### src/hdl/nst_pkg.sv
// ============================================================================
// nst_pkg: shared types and constants of the named semaphore table
// command codes, the command record handed from front to back, defaults
// ============================================================================
`default_nettype none
package nst_pkg;

    localparam int SLOTS_DEF       = 8;
    localparam int QUEUE_DEPTH_DEF = 4;
    localparam int KEY_BYTES_DEF   = 8;
    localparam int CMDQ_DEPTH      = 2;

    typedef enum logic [2:0] {
        K_OPEN    = 3'd0,
        K_WAIT    = 3'd1,
        K_POST    = 3'd2,
        K_CLOSE   = 3'd3,
        K_REMOVE  = 3'd4,
        K_RELEASE = 3'd5,
        K_BAD6    = 3'd6,
        K_BAD7    = 3'd7
    } t_kind;

    // command record after classification
    typedef struct packed {
        t_kind       kind;
        logic [63:0] key;
        logic [15:0] init;
        logic [2:0]  sid;
        logic [15:0] pid;
        logic [7:0]  mask;
    } t_cmd;

    typedef enum logic [2:0] {
        S_IDLE,
        S_EXEC,
        S_POP,
        S_DRAIN,
        S_REMOVE,
        S_FINAL
    } t_state;

    // cut key to key_bytes bytes and clear everything after the first zero
    function automatic logic [63:0] norm_key(input logic [63:0] k, input int key_bytes);
        logic [63:0] r;
        logic        stop;
        r    = '0;
        stop = 1'b0;
        for (int i = 0; i < 8; i++) begin
            if (i >= key_bytes || k[8*i +: 8] == 8'd0) stop = 1'b1;
            if (!stop) r[8*i +: 8] = k[8*i +: 8];
        end
        return r;
    endfunction

endpackage
`default_nettype wire

### src/hdl/nst_front.sv
// ============================================================================
// nst_front: command intake
// normalizes the name key and queues commands in a short fifo for the back end
// ============================================================================
`default_nettype none
module nst_front #(
    parameter int KEY_BYTES = nst_pkg::KEY_BYTES_DEF
) (
    input  wire logic          i_clk,
    input  wire logic          i_rst_n,
    input  wire logic          i_valid,
    output logic               o_ready,
    input  wire logic [2:0]    i_kind,
    input  wire logic [63:0]   i_name_key,
    input  wire logic [15:0]   i_initial_count,
    input  wire logic [2:0]    i_slot_id,
    input  wire logic [15:0]   i_proc_id,
    input  wire logic [7:0]    i_owner_mask,
    output logic               o_cmd_valid,
    input  wire logic          i_cmd_ready,
    output nst_pkg::t_cmd      o_cmd
);
    import nst_pkg::*;

    t_cmd       r_q [CMDQ_DEPTH];
    logic       r_wp, r_rp;
    logic [1:0] r_cnt;
    t_cmd       w_cmd;

    always_comb begin
        w_cmd.kind = t_kind'(i_kind);
        w_cmd.key  = norm_key(i_name_key, KEY_BYTES);
        w_cmd.init = i_initial_count;
        w_cmd.sid  = i_slot_id;
        w_cmd.pid  = i_proc_id;
        w_cmd.mask = i_owner_mask;
    end

    assign o_ready     = (r_cnt != 2'd2);
    assign o_cmd_valid = (r_cnt != 2'd0);
    assign o_cmd       = r_q[r_rp];

    // fifo storage
    always_ff @(posedge i_clk) begin
        if (i_valid && o_ready) r_q[r_wp] <= w_cmd;
    end

    // fifo pointers
    always_ff @(posedge i_clk) begin
        if (!i_rst_n) begin
            r_wp  <= 1'b0;
            r_rp  <= 1'b0;
            r_cnt <= 2'd0;
        end else begin
            if (i_valid && o_ready) r_wp <= ~r_wp;
            if (o_cmd_valid && i_cmd_ready) r_rp <= ~r_rp;
            r_cnt <= r_cnt + 2'(i_valid && o_ready) - 2'(o_cmd_valid && i_cmd_ready);
        end
    end

`ifndef SYNTHESIS
    a_no_overflow: assert property (@(posedge i_clk) disable iff (!i_rst_n)
        r_cnt == 2'd2 |-> !o_ready) else $error("fifo overflow");
    a_cnt_range: assert property (@(posedge i_clk) disable iff (!i_rst_n)
        r_cnt != 2'd3) else $error("fifo count bad");
    a_empty_pop: assert property (@(posedge i_clk) disable iff (!i_rst_n)
        r_cnt == 2'd0 |-> !o_cmd_valid) else $error("pop from empty");
`endif
endmodule
`default_nettype wire

### src/hdl/nst_back.sv
// ============================================================================
// nst_back: command execution
// runs one command at a time over the slot table and emits result beats
// ============================================================================
`default_nettype none
module nst_back #(
    parameter int SLOTS       = nst_pkg::SLOTS_DEF,
    parameter int QUEUE_DEPTH = nst_pkg::QUEUE_DEPTH_DEF
) (
    input  wire logic        i_clk,
    input  wire logic        i_rst_n,
    input  wire logic        i_cmd_valid,
    output logic             o_cmd_ready,
    input  wire nst_pkg::t_cmd i_cmd,
    output logic             o_valid,
    input  wire logic        i_ready,
    output logic             o_status,
    output logic [2:0]       o_result_id,
    output logic             o_must_block,
    output logic             o_wake_valid,
    output logic [15:0]      o_wake_pid,
    output logic             o_last
);
    import nst_pkg::*;

    localparam int SW = (SLOTS > 1) ? $clog2(SLOTS) : 1;
    localparam int QW = (QUEUE_DEPTH > 1) ? $clog2(QUEUE_DEPTH) : 1;
    localparam int LW = $clog2(QUEUE_DEPTH + 1);
    localparam logic signed [31:0] CMAX = 32'sh7fffffff;
    localparam logic signed [31:0] CMIN = 32'sh80000000;

    // ring index plus offset, wrapped by compare and subtract
    function automatic logic [QW-1:0] q_add(input logic [QW-1:0] a, input logic [LW-1:0] b);
        logic [LW:0] t;
        t = (LW+1)'(a) + (LW+1)'(b);
        if (32'(t) >= QUEUE_DEPTH) t = t - (LW+1)'(QUEUE_DEPTH);
        return QW'(t);
    endfunction

    // slot table
    logic                    r_used  [SLOTS];
    logic [63:0]             r_key   [SLOTS];
    logic signed [31:0]      r_count [SLOTS];
    logic [15:0]             r_refs  [SLOTS];
    logic [QW-1:0]           r_head  [SLOTS];
    logic [LW-1:0]           r_len   [SLOTS];
    logic [15:0]             r_pids  [SLOTS][QUEUE_DEPTH];

    t_state      r_state, n_state;
    t_cmd        r_cmd;
    logic [SW-1:0] r_slot;      // slot being popped, drained or scanned
    logic [7:0]  r_pend;        // slots still to close in release
    logic        r_fst;         // final status
    logic [2:0]  r_frid;
    logic        r_fblk;

    // output register
    logic        r_ov;
    logic        r_st, r_blk, r_wv, r_lst;
    logic [2:0]  r_rid;
    logic [15:0] r_wpid;

    assign o_valid      = r_ov;
    assign o_status     = r_st;
    assign o_result_id  = r_rid;
    assign o_must_block = r_blk;
    assign o_wake_valid = r_wv;
    assign o_wake_pid   = r_wpid;
    assign o_last       = r_lst;

    logic w_oslot;
    assign w_oslot     = !r_ov || i_ready;
    assign o_cmd_ready = (r_state == S_IDLE);

    // open lookup
    logic          w_hit, w_free;
    logic [SW-1:0] w_hidx, w_fidx;
    always_comb begin
        w_hit = 1'b0; w_free = 1'b0; w_hidx = '0; w_fidx = '0;
        for (int s = SLOTS - 1; s >= 0; s--) begin
            if (r_used[s] && r_key[s] == r_cmd.key) begin
                w_hit = 1'b1; w_hidx = SW'(s);
            end
            if (!r_used[s]) begin
                w_free = 1'b1; w_fidx = SW'(s);
            end
        end
    end

    // next pending release slot
    logic          w_pany;
    logic [SW-1:0] w_pidx;
    always_comb begin
        w_pany = 1'b0; w_pidx = '0;
        for (int s = SLOTS - 1; s >= 0; s--) begin
            if (s < 8 && r_pend[s]) begin
                w_pany = 1'b1; w_pidx = SW'(s);
            end
        end
    end

    logic w_sok;
    assign w_sok = (32'(r_cmd.sid) < SLOTS) && r_used[SW'(r_cmd.sid)];
    logic [SW-1:0] w_sid;
    assign w_sid = SW'(r_cmd.sid);

    // saturated value after wait and after post
    logic signed [31:0] w_cdec, w_cinc;
    assign w_cdec = (r_count[w_sid] != CMIN) ? r_count[w_sid] - 32'sd1 : CMIN;
    assign w_cinc = (r_count[w_sid] != CMAX) ? r_count[w_sid] + 32'sd1 : CMAX;

    // killed pid compaction for the scanned slot
    logic          w_found;
    logic [15:0]   w_cmp [QUEUE_DEPTH];
    logic [LW-1:0] w_m;
    always_comb begin
        logic [QW-1:0] idx;
        w_found = 1'b0; w_m = '0; idx = r_head[r_slot];
        for (int i = 0; i < QUEUE_DEPTH; i++) w_cmp[i] = r_pids[r_slot][i];
        for (int i = 0; i < QUEUE_DEPTH; i++) begin
            if (LW'(i) < r_len[r_slot]) begin
                if (r_pids[r_slot][idx] == r_cmd.pid && !w_found) w_found = 1'b1;
                else begin
                    w_cmp[w_m[QW-1:0]] = r_pids[r_slot][idx];
                    w_m = w_m + 1'b1;
                end
                idx = q_add(idx, LW'(1));
            end
        end
    end

    logic [15:0] w_hpid;
    assign w_hpid = r_pids[r_slot][r_head[r_slot]];

    // freed slot with waiters left to pop
    logic w_dpop;
    assign w_dpop = !r_used[r_slot] && r_len[r_slot] != '0;

    // beat loads into the output register
    logic w_fin, w_wake;
    assign w_fin  = (r_state == S_FINAL) && w_oslot;
    assign w_wake = w_oslot && (w_hpid != 16'd0) &&
                    ((r_state == S_POP) || (r_state == S_DRAIN && w_dpop));

    // state register
    always_ff @(posedge i_clk) begin
        if (!i_rst_n) r_state <= S_IDLE;
        else          r_state <= n_state;
    end

    always_comb begin
        n_state = r_state;
        case (r_state)
            S_IDLE:   if (i_cmd_valid) n_state = S_EXEC;
            S_EXEC: begin
                case (r_cmd.kind)
                    K_CLOSE:   n_state = w_sok ? S_DRAIN : S_FINAL;
                    K_POST:    n_state = (w_sok && w_cinc <= 0 && r_len[w_sid] != '0) ?
                                         S_POP : S_FINAL;
                    K_REMOVE:  n_state = S_REMOVE;
                    K_RELEASE: n_state = S_DRAIN;
                    default:   n_state = S_FINAL;
                endcase
            end
            S_POP:    if (w_oslot) n_state = S_FINAL;
            S_DRAIN:  if (w_oslot && !w_dpop && !w_pany) n_state = S_FINAL;
            S_REMOVE: if (32'(r_slot) == SLOTS - 1) n_state = S_FINAL;
            S_FINAL:  if (w_oslot) n_state = S_IDLE;
            default:  n_state = S_IDLE;
        endcase
    end

    // output beat register
    always_ff @(posedge i_clk) begin
        if (!i_rst_n) begin
            r_ov <= 1'b0;
        end else if (w_fin || w_wake) begin
            r_ov   <= 1'b1;
            r_st   <= w_fin && r_fst;
            r_rid  <= w_fin ? r_frid : 3'd0;
            r_blk  <= w_fin && r_fblk;
            r_wv   <= w_wake;
            r_wpid <= w_wake ? w_hpid : 16'd0;
            r_lst  <= w_fin;
        end else if (i_ready) begin
            r_ov <= 1'b0;
        end
    end

    // datapath
    always_ff @(posedge i_clk) begin
        if (!i_rst_n) begin
            for (int s = 0; s < SLOTS; s++) begin
                r_used[s] <= 1'b0; r_count[s] <= '0; r_refs[s] <= '0;
                r_head[s] <= '0;   r_len[s] <= '0;
            end
        end else begin
            case (r_state)
                S_IDLE: begin
                    if (i_cmd_valid) r_cmd <= i_cmd;
                    r_fst <= 1'b0; r_frid <= '0; r_fblk <= 1'b0;
                    r_slot <= '0; r_pend <= '0;
                end
                S_EXEC: begin
                    case (r_cmd.kind)
                        K_OPEN: begin
                            if (w_hit) begin
                                if (r_refs[w_hidx] != 16'hffff)
                                    r_refs[w_hidx] <= r_refs[w_hidx] + 1'b1;
                                r_frid <= 3'(w_hidx);
                            end else if (w_free) begin
                                r_used[w_fidx] <= 1'b1; r_key[w_fidx] <= r_cmd.key;
                                r_count[w_fidx] <= 32'(r_cmd.init);
                                r_refs[w_fidx] <= 16'd1;
                                r_head[w_fidx] <= '0; r_len[w_fidx] <= '0;
                                r_frid <= 3'(w_fidx);
                            end else r_fst <= 1'b1;
                        end
                        K_WAIT: begin
                            if (!w_sok) r_fst <= 1'b1;
                            else begin
                                r_count[w_sid] <= w_cdec;
                                if (w_cdec < 0) begin
                                    r_fblk <= 1'b1;
                                    if (32'(r_len[w_sid]) < QUEUE_DEPTH) begin
                                        r_pids[w_sid][q_add(r_head[w_sid], r_len[w_sid])]
                                            <= r_cmd.pid;
                                        r_len[w_sid] <= r_len[w_sid] + 1'b1;
                                    end
                                end
                            end
                        end
                        K_POST: begin
                            if (!w_sok) r_fst <= 1'b1;
                            else begin
                                r_count[w_sid] <= w_cinc;
                                r_slot <= w_sid;
                            end
                        end
                        K_CLOSE: begin
                            if (!w_sok) r_fst <= 1'b1;
                            else begin
                                r_slot <= w_sid;
                                if (r_refs[w_sid] <= 16'd1) begin
                                    r_refs[w_sid] <= '0; r_used[w_sid] <= 1'b0;
                                end else begin
                                    r_refs[w_sid] <= r_refs[w_sid] - 1'b1;
                                end
                            end
                        end
                        K_RELEASE: begin
                            r_pend <= r_cmd.mask;
                        end
                        K_REMOVE: r_slot <= '0;
                        default: r_fst <= 1'b1;
                    endcase
                end
                S_POP: begin
                    // one waiter leaves the head of the posted slot
                    if (w_oslot) begin
                        r_head[r_slot] <= q_add(r_head[r_slot], LW'(1));
                        r_len[r_slot]  <= r_len[r_slot] - 1'b1;
                    end
                end
                S_DRAIN: begin
                    if (w_oslot) begin
                        if (w_dpop) begin
                            // pop one waiter of a freed slot
                            r_head[r_slot] <= (r_len[r_slot] == LW'(1)) ? '0 :
                                              q_add(r_head[r_slot], LW'(1));
                            r_len[r_slot]  <= r_len[r_slot] - 1'b1;
                        end else if (w_pany) begin
                            // drop one reference of the next masked slot
                            r_pend[w_pidx] <= 1'b0;
                            r_slot <= w_pidx;
                            if (r_used[w_pidx]) begin
                                if (r_refs[w_pidx] <= 16'd1) begin
                                    r_refs[w_pidx] <= '0; r_used[w_pidx] <= 1'b0;
                                end else r_refs[w_pidx] <= r_refs[w_pidx] - 1'b1;
                            end
                        end
                    end
                end
                S_REMOVE: begin
                    if (r_used[r_slot] && r_len[r_slot] != '0 && w_found) begin
                        for (int i = 0; i < QUEUE_DEPTH; i++) r_pids[r_slot][i] <= w_cmp[i];
                        r_head[r_slot] <= '0;
                        r_len[r_slot]  <= w_m;
                        if (r_count[r_slot] != CMAX) r_count[r_slot] <= r_count[r_slot] + 1;
                    end
                    if (32'(r_slot) != SLOTS - 1) r_slot <= r_slot + 1'b1;
                end
                default: ;
            endcase
        end
    end

`ifndef SYNTHESIS
    a_last_clean: assert property (@(posedge i_clk) disable iff (!i_rst_n)
        o_valid && o_last |-> !o_wake_valid) else $error("final beat carries wake");
    a_wake_nonzero: assert property (@(posedge i_clk) disable iff (!i_rst_n)
        o_valid && o_wake_valid |-> o_wake_pid != 16'd0) else $error("wake of pid zero");
    a_idle_take: assert property (@(posedge i_clk) disable iff (!i_rst_n)
        o_cmd_ready |-> r_state == S_IDLE) else $error("took command while busy");
    a_hold: assert property (@(posedge i_clk) disable iff (!i_rst_n)
        o_valid && !i_ready |=> o_valid) else $error("beat lost");
`endif
endmodule
`default_nettype wire

### src/hdl/named_semaphore_table_core.sv
// Flow: a command passes the intake fifo, then the back end's execute and final states;
// a post that pops a waiter passes the pop state, close drains the queued pids of a freed slot,
// release drops one reference per set mask bit and drains queued pids of freed slots; a
// waiter purge scans every slot. The back end runs one command at a time; output stalls hold it.
// Reset: synchronous active-low clears slot flags, counts, refs and queue pointers;
// name keys and queued pids are not cleared and are read only after being written.
// ============================================================================
// named_semaphore_table_core: hardware named counting semaphore table
// front intake fifo feeding a sequential execution back end
// ============================================================================
`default_nettype none
module named_semaphore_table_core #(
    parameter int SLOTS       = nst_pkg::SLOTS_DEF,
    parameter int QUEUE_DEPTH = nst_pkg::QUEUE_DEPTH_DEF,
    parameter int KEY_BYTES   = nst_pkg::KEY_BYTES_DEF
) (
    input  wire logic        i_clk,
    input  wire logic        i_rst_n,
    input  wire logic        i_valid,
    output logic             o_ready,
    input  wire logic [2:0]  i_kind,
    input  wire logic [63:0] i_name_key,
    input  wire logic [15:0] i_initial_count,
    input  wire logic [2:0]  i_slot_id,
    input  wire logic [15:0] i_proc_id,
    input  wire logic [7:0]  i_owner_mask,
    output logic             o_valid,
    input  wire logic        i_ready,
    output logic             o_status,
    output logic [2:0]       o_result_id,
    output logic             o_must_block,
    output logic             o_wake_valid,
    output logic [15:0]      o_wake_pid,
    output logic             o_last
);
    import nst_pkg::*;

    logic w_cv, w_cr;
    t_cmd w_cmd;

    // command intake
    nst_front #(.KEY_BYTES(KEY_BYTES)) u_front (
        .i_clk, .i_rst_n, .i_valid, .o_ready, .i_kind, .i_name_key,
        .i_initial_count, .i_slot_id, .i_proc_id, .i_owner_mask,
        .o_cmd_valid(w_cv), .i_cmd_ready(w_cr), .o_cmd(w_cmd)
    );

    // execution
    nst_back #(.SLOTS(SLOTS), .QUEUE_DEPTH(QUEUE_DEPTH)) u_back (
        .i_clk, .i_rst_n, .i_cmd_valid(w_cv), .o_cmd_ready(w_cr), .i_cmd(w_cmd),
        .o_valid, .i_ready, .o_status, .o_result_id, .o_must_block,
        .o_wake_valid, .o_wake_pid, .o_last
    );
endmodule
`default_nettype wire
### config.mk
export PLATFORM = sky130hd
export DESIGN_NAME = named_semaphore_table_core
export DESIGN_NICKNAME = d
export VERILOG_FILES = /design/src/hdl/nst_pkg.sv /design/src/hdl/nst_front.sv /design/src/hdl/nst_back.sv /design/src/hdl/named_semaphore_table_core.sv
export SDC_FILE = /design/constraint.sdc
export NUM_CORES = 2
export LEC_CHECK = 0
export BUFFER_PORTS_ARGS = -buffer_cell sky130_fd_sc_hd__buf_2
export CAP_MARGIN = 20
export CORE_MARGIN = 2
export CORE_UTILIZATION = 50
export DETAILED_ROUTE_END_ITERATION = 8
export HOLD_SLACK_MARGIN = 0.15
export PLACE_DENSITY = 0.68
export SYNTH_ARGS = -nofsm -noshare
export SYNTH_HDL_FRONTEND = slang
export SYNTH_SLANG_ARGS = --single-unit
export TNS_END_PERCENT = 20
### constraint.sdc
create_clock -name i_clk -period 8.05 [get_ports i_clk]
set_input_delay 0.4025 -clock i_clk [delete_from_list [all_inputs] [get_ports i_clk]]
set_output_delay 0.4025 -clock i_clk [all_outputs]
set_load 0.05 [all_outputs]
==> metrics <==
Die Span Y=436 um; sw power=between 15 and 20 mW; DRC viols=0; setup TNS=0 ns; final instance area=106000 sq um; clk_lat worst skew=~0.87 ns; Ys Warns=0; critical path's top delay family=multiplexers; Max stage delay on crit path=0.77 ns; setup bufs post-CTS=0; Synth Net Count=7134; placed cell count=between 9000 and 10000; WP buf/inv=5; Placed Area=~99000 sq um; Ports=139; top achievable clock speed=0.130 GHz; Clk pwr share=0.237; Pwr per Cell Area=350 nW/um^2; DP HPWL=214000 um; die footprint=190000 sq um; slew margin rel.=0.128; final hold violation count=0; initial core utilization=0.503; GP Congestion=1.06; CTS sink count=about 1800; initial antenna violation count=13; drt pass-1 iters=9; clock skew=0.0438 ns; Crit path top cell by count=mux2i_1; period utilization=0.959; Worst EP arrival=8.26 ns; most frequent cells in the layout=edfxtp_1, nor2_1, xnor2_1, mux2i_1, buf_4; port bufs=138; Area Overhead vs Synth=13.8%; RSZ-0062 raised after global routing=false; post-synthesis register bit count=1836; status=completed; initial DRC count=9133; clock buffer depth=3; core area=~190000 sq um; Final nets=7574; Crit Path Category=flip-flop to flip-flop; dominant synthesized flop cell=edfxtp_1; Slew Limit Fails=0; site row count=158; CP Launch Type=flip-flop; fill count=14592; final non-filler cell total=10071; P_int=about 22 mW; Worst Setup End Kind=flip-flop; commonest non-fill, non-tap cell in the layout=edfxtp_1; CTS clk-pin slew, worst paths=0.07 ns; ANT nets after route=0; Period minus WS final=7.72 ns; async set-reset flop share out of synthesis=0; hold crit path type=input pin to flip-flop; Least-Margin Pin Slew=roughly 1.3 ns; Avg WL per Cell=31.0 um; CP Data Required Time=8.59 ns; final wirelength=312000 um; Sw Share=0.405; Flop pwr share=0.321; number of H-tree levels=4; clock buffer count from CTS=185; CP cell instances=buf_4, buf_4, mux2i_1, mux2i_1, mux2i_1, xnor2_1, nor4_1, nand4_1, or2_2, o21ai_0, ha_1, o21ai_0, inv_1, ha_1, mux2i_1, inv_1, ha_1, o211ai_1, buf_4, mux2i_1, o21ai_0; syn avg cell area=around 13 sq um; Post-synth EDFFs=approximately 1800; die width=436 um; Max VDD drop=0.000399 V; sequential area share after synthesis=0.590; largest net degree at the start of global routing=90; synth unique cells=99; Max Cap Violations=0; Comb power frac=0.441; vias in the first global route=63292; Tot GR Track Use=0.323; Gate Count Post-Synth=6990; Post-Syn Area=93200 sq um; setup violators final=0; CTS tree=yes; first-pass GRT wire length=approximately 450000 um; Crit-path slowest cell=mux2i_1; via/cell ratio=6.53; vias=65730; total grt overflow=0; CTS root buf=clkbuf_16; layout cells sized above 1=0.194; Pleak=35.9 nW; CP max FO=40
## metrics by stage
step	hold slack (ns)	power [mW]	worst slack, ns	util
after detailed placement	0.494	27.7	0.558	0.533
after floorplan	0.497	21.4	0.161	-
final	0.263	37.1	0.332	0.573
after CTS	0.197	36.5	0.423	0.572
after global placement	0.502	27.7	0.681	0.533
after global routing	0.247	38.0	0.0106	0.573
## synthesized netlist by cell type, types with 35 or more instances
cell type,count,share of area
a211oi_1,37,0.0030
a21oi_1,199,0.011
a22oi_1,44,0.0035
and2_1,102,0.0068
and3_1,35,0.0024
buf_1,39,0.0016
buf_2,129,0.0069
buf_4,37,0.0030
clkbuf_1,171,0.0069
edfxtp_1,1817,0.59
inv_1,120,0.0048
mux2_2,218,0.026
mux2i_1,401,0.043
mux4_2,312,0.075
nand2_1,355,0.014
nand2b_1,227,0.015
nand3_1,129,0.0069
nand4_1,193,0.013
nor2_1,720,0.029
nor2b_1,76,0.0051
nor3_1,156,0.0084
nor4_1,123,0.0083
o2111ai_1,48,0.0045
o21ai_0,172,0.0092
o22ai_1,53,0.0036
xnor2_1,400,0.038
xor2_1,156,0.015
## registers in the layout (all words and copies together) (netlist names), 8 cells and up, named ones only
register and cells:
u_back.r_cmd 107, u_back.r_pend 8, u_back.r_pids 512, u_back.r_count 256, u_back.r_refs 128, u_back.r_used 8, u_front.r_q 220, u_back.o_wake_pid 16
u_back.r_key 512, u_back.r_len 24, u_back.r_head 16
## timing repair
action / CTS / global route
endpoints found under the hold margin: 223 / 0
setup endpoints to repair: 0 / 52
hold buffers: 112 / 0
resized for setup: 0 / 6
## power by group through the flow
| stage | sequential, mW | clock, mW | combinational (mW) |
|---|---|---|---|
| 2_1_floorplan | 11.7 | 0 | 9.65 |
| 3_3_place_gp | 12.1 | 0 | 15.6 |
| 3_5_place_dp | 12.1 | 0 | 15.6 |
| 4_1_cts | 11.9 | 8.88 | 15.7 |
| 5_1_grt | 11.9 | 9.26 | 16.8 |
| 6_report | 11.9 | 8.80 | 16.4 |
## area by class of cell
cell class              instances  area, sq um  area share
repair buffers                637         5010      0.0473
multi-input cells            4645        36300       0.343
clock inverters               125         1330      0.0125
inverters                     125          472     0.00445
clock buffers                 216         4830      0.0455
diodes                          7         17.5    0.000165
well taps                    2480         3100      0.0293
flip-flops and latches       1836        55000       0.518
## logic make-up (layout without fill, tap and decap cells)
kind of cell               after synthesis  count (layout)  share of synthesized area
AOI/OAI and AO/OA                      846             846                     0.0605
xor gates and xnor gates               557             557                     0.0526
adders and majority gates               32              32                    0.00424
buffers and inverters                  509            1103                     0.0244
DFF                                   1836            1836                      0.590
muxes                                  936             936                      0.146
other                                    0               7                          0
and+or+nand+nor                       2274            2274                      0.123
## worst paths after layout
check,startpoint,to,slack (ns),cells after the start
worst min-delay path,i_owner_mask[3],u_front.r_q[1][3],0.26,2
worst min register to register,u_back.r_cmd[48],u_back.r_key[6][5],0.51,0
worst max register to register,flip-flop,u_back.r_pids[2][31],0.33,21
worst max-delay path,flip-flop,u_back.r_pids[2][31],0.33,21
## metal layers
metal / wire, um / share of wire / GRT usage
met1: 121000 / 0.39 / 0.441
met3: 32200 / 0.10 / 0.0633
met5: 10 / 0.000032 / 0
met4: 18200 / 0.058 / 0.168
met2: 141000 / 0.45 / 0.492
No activity file was read; power rests on OpenSTA's default activity.
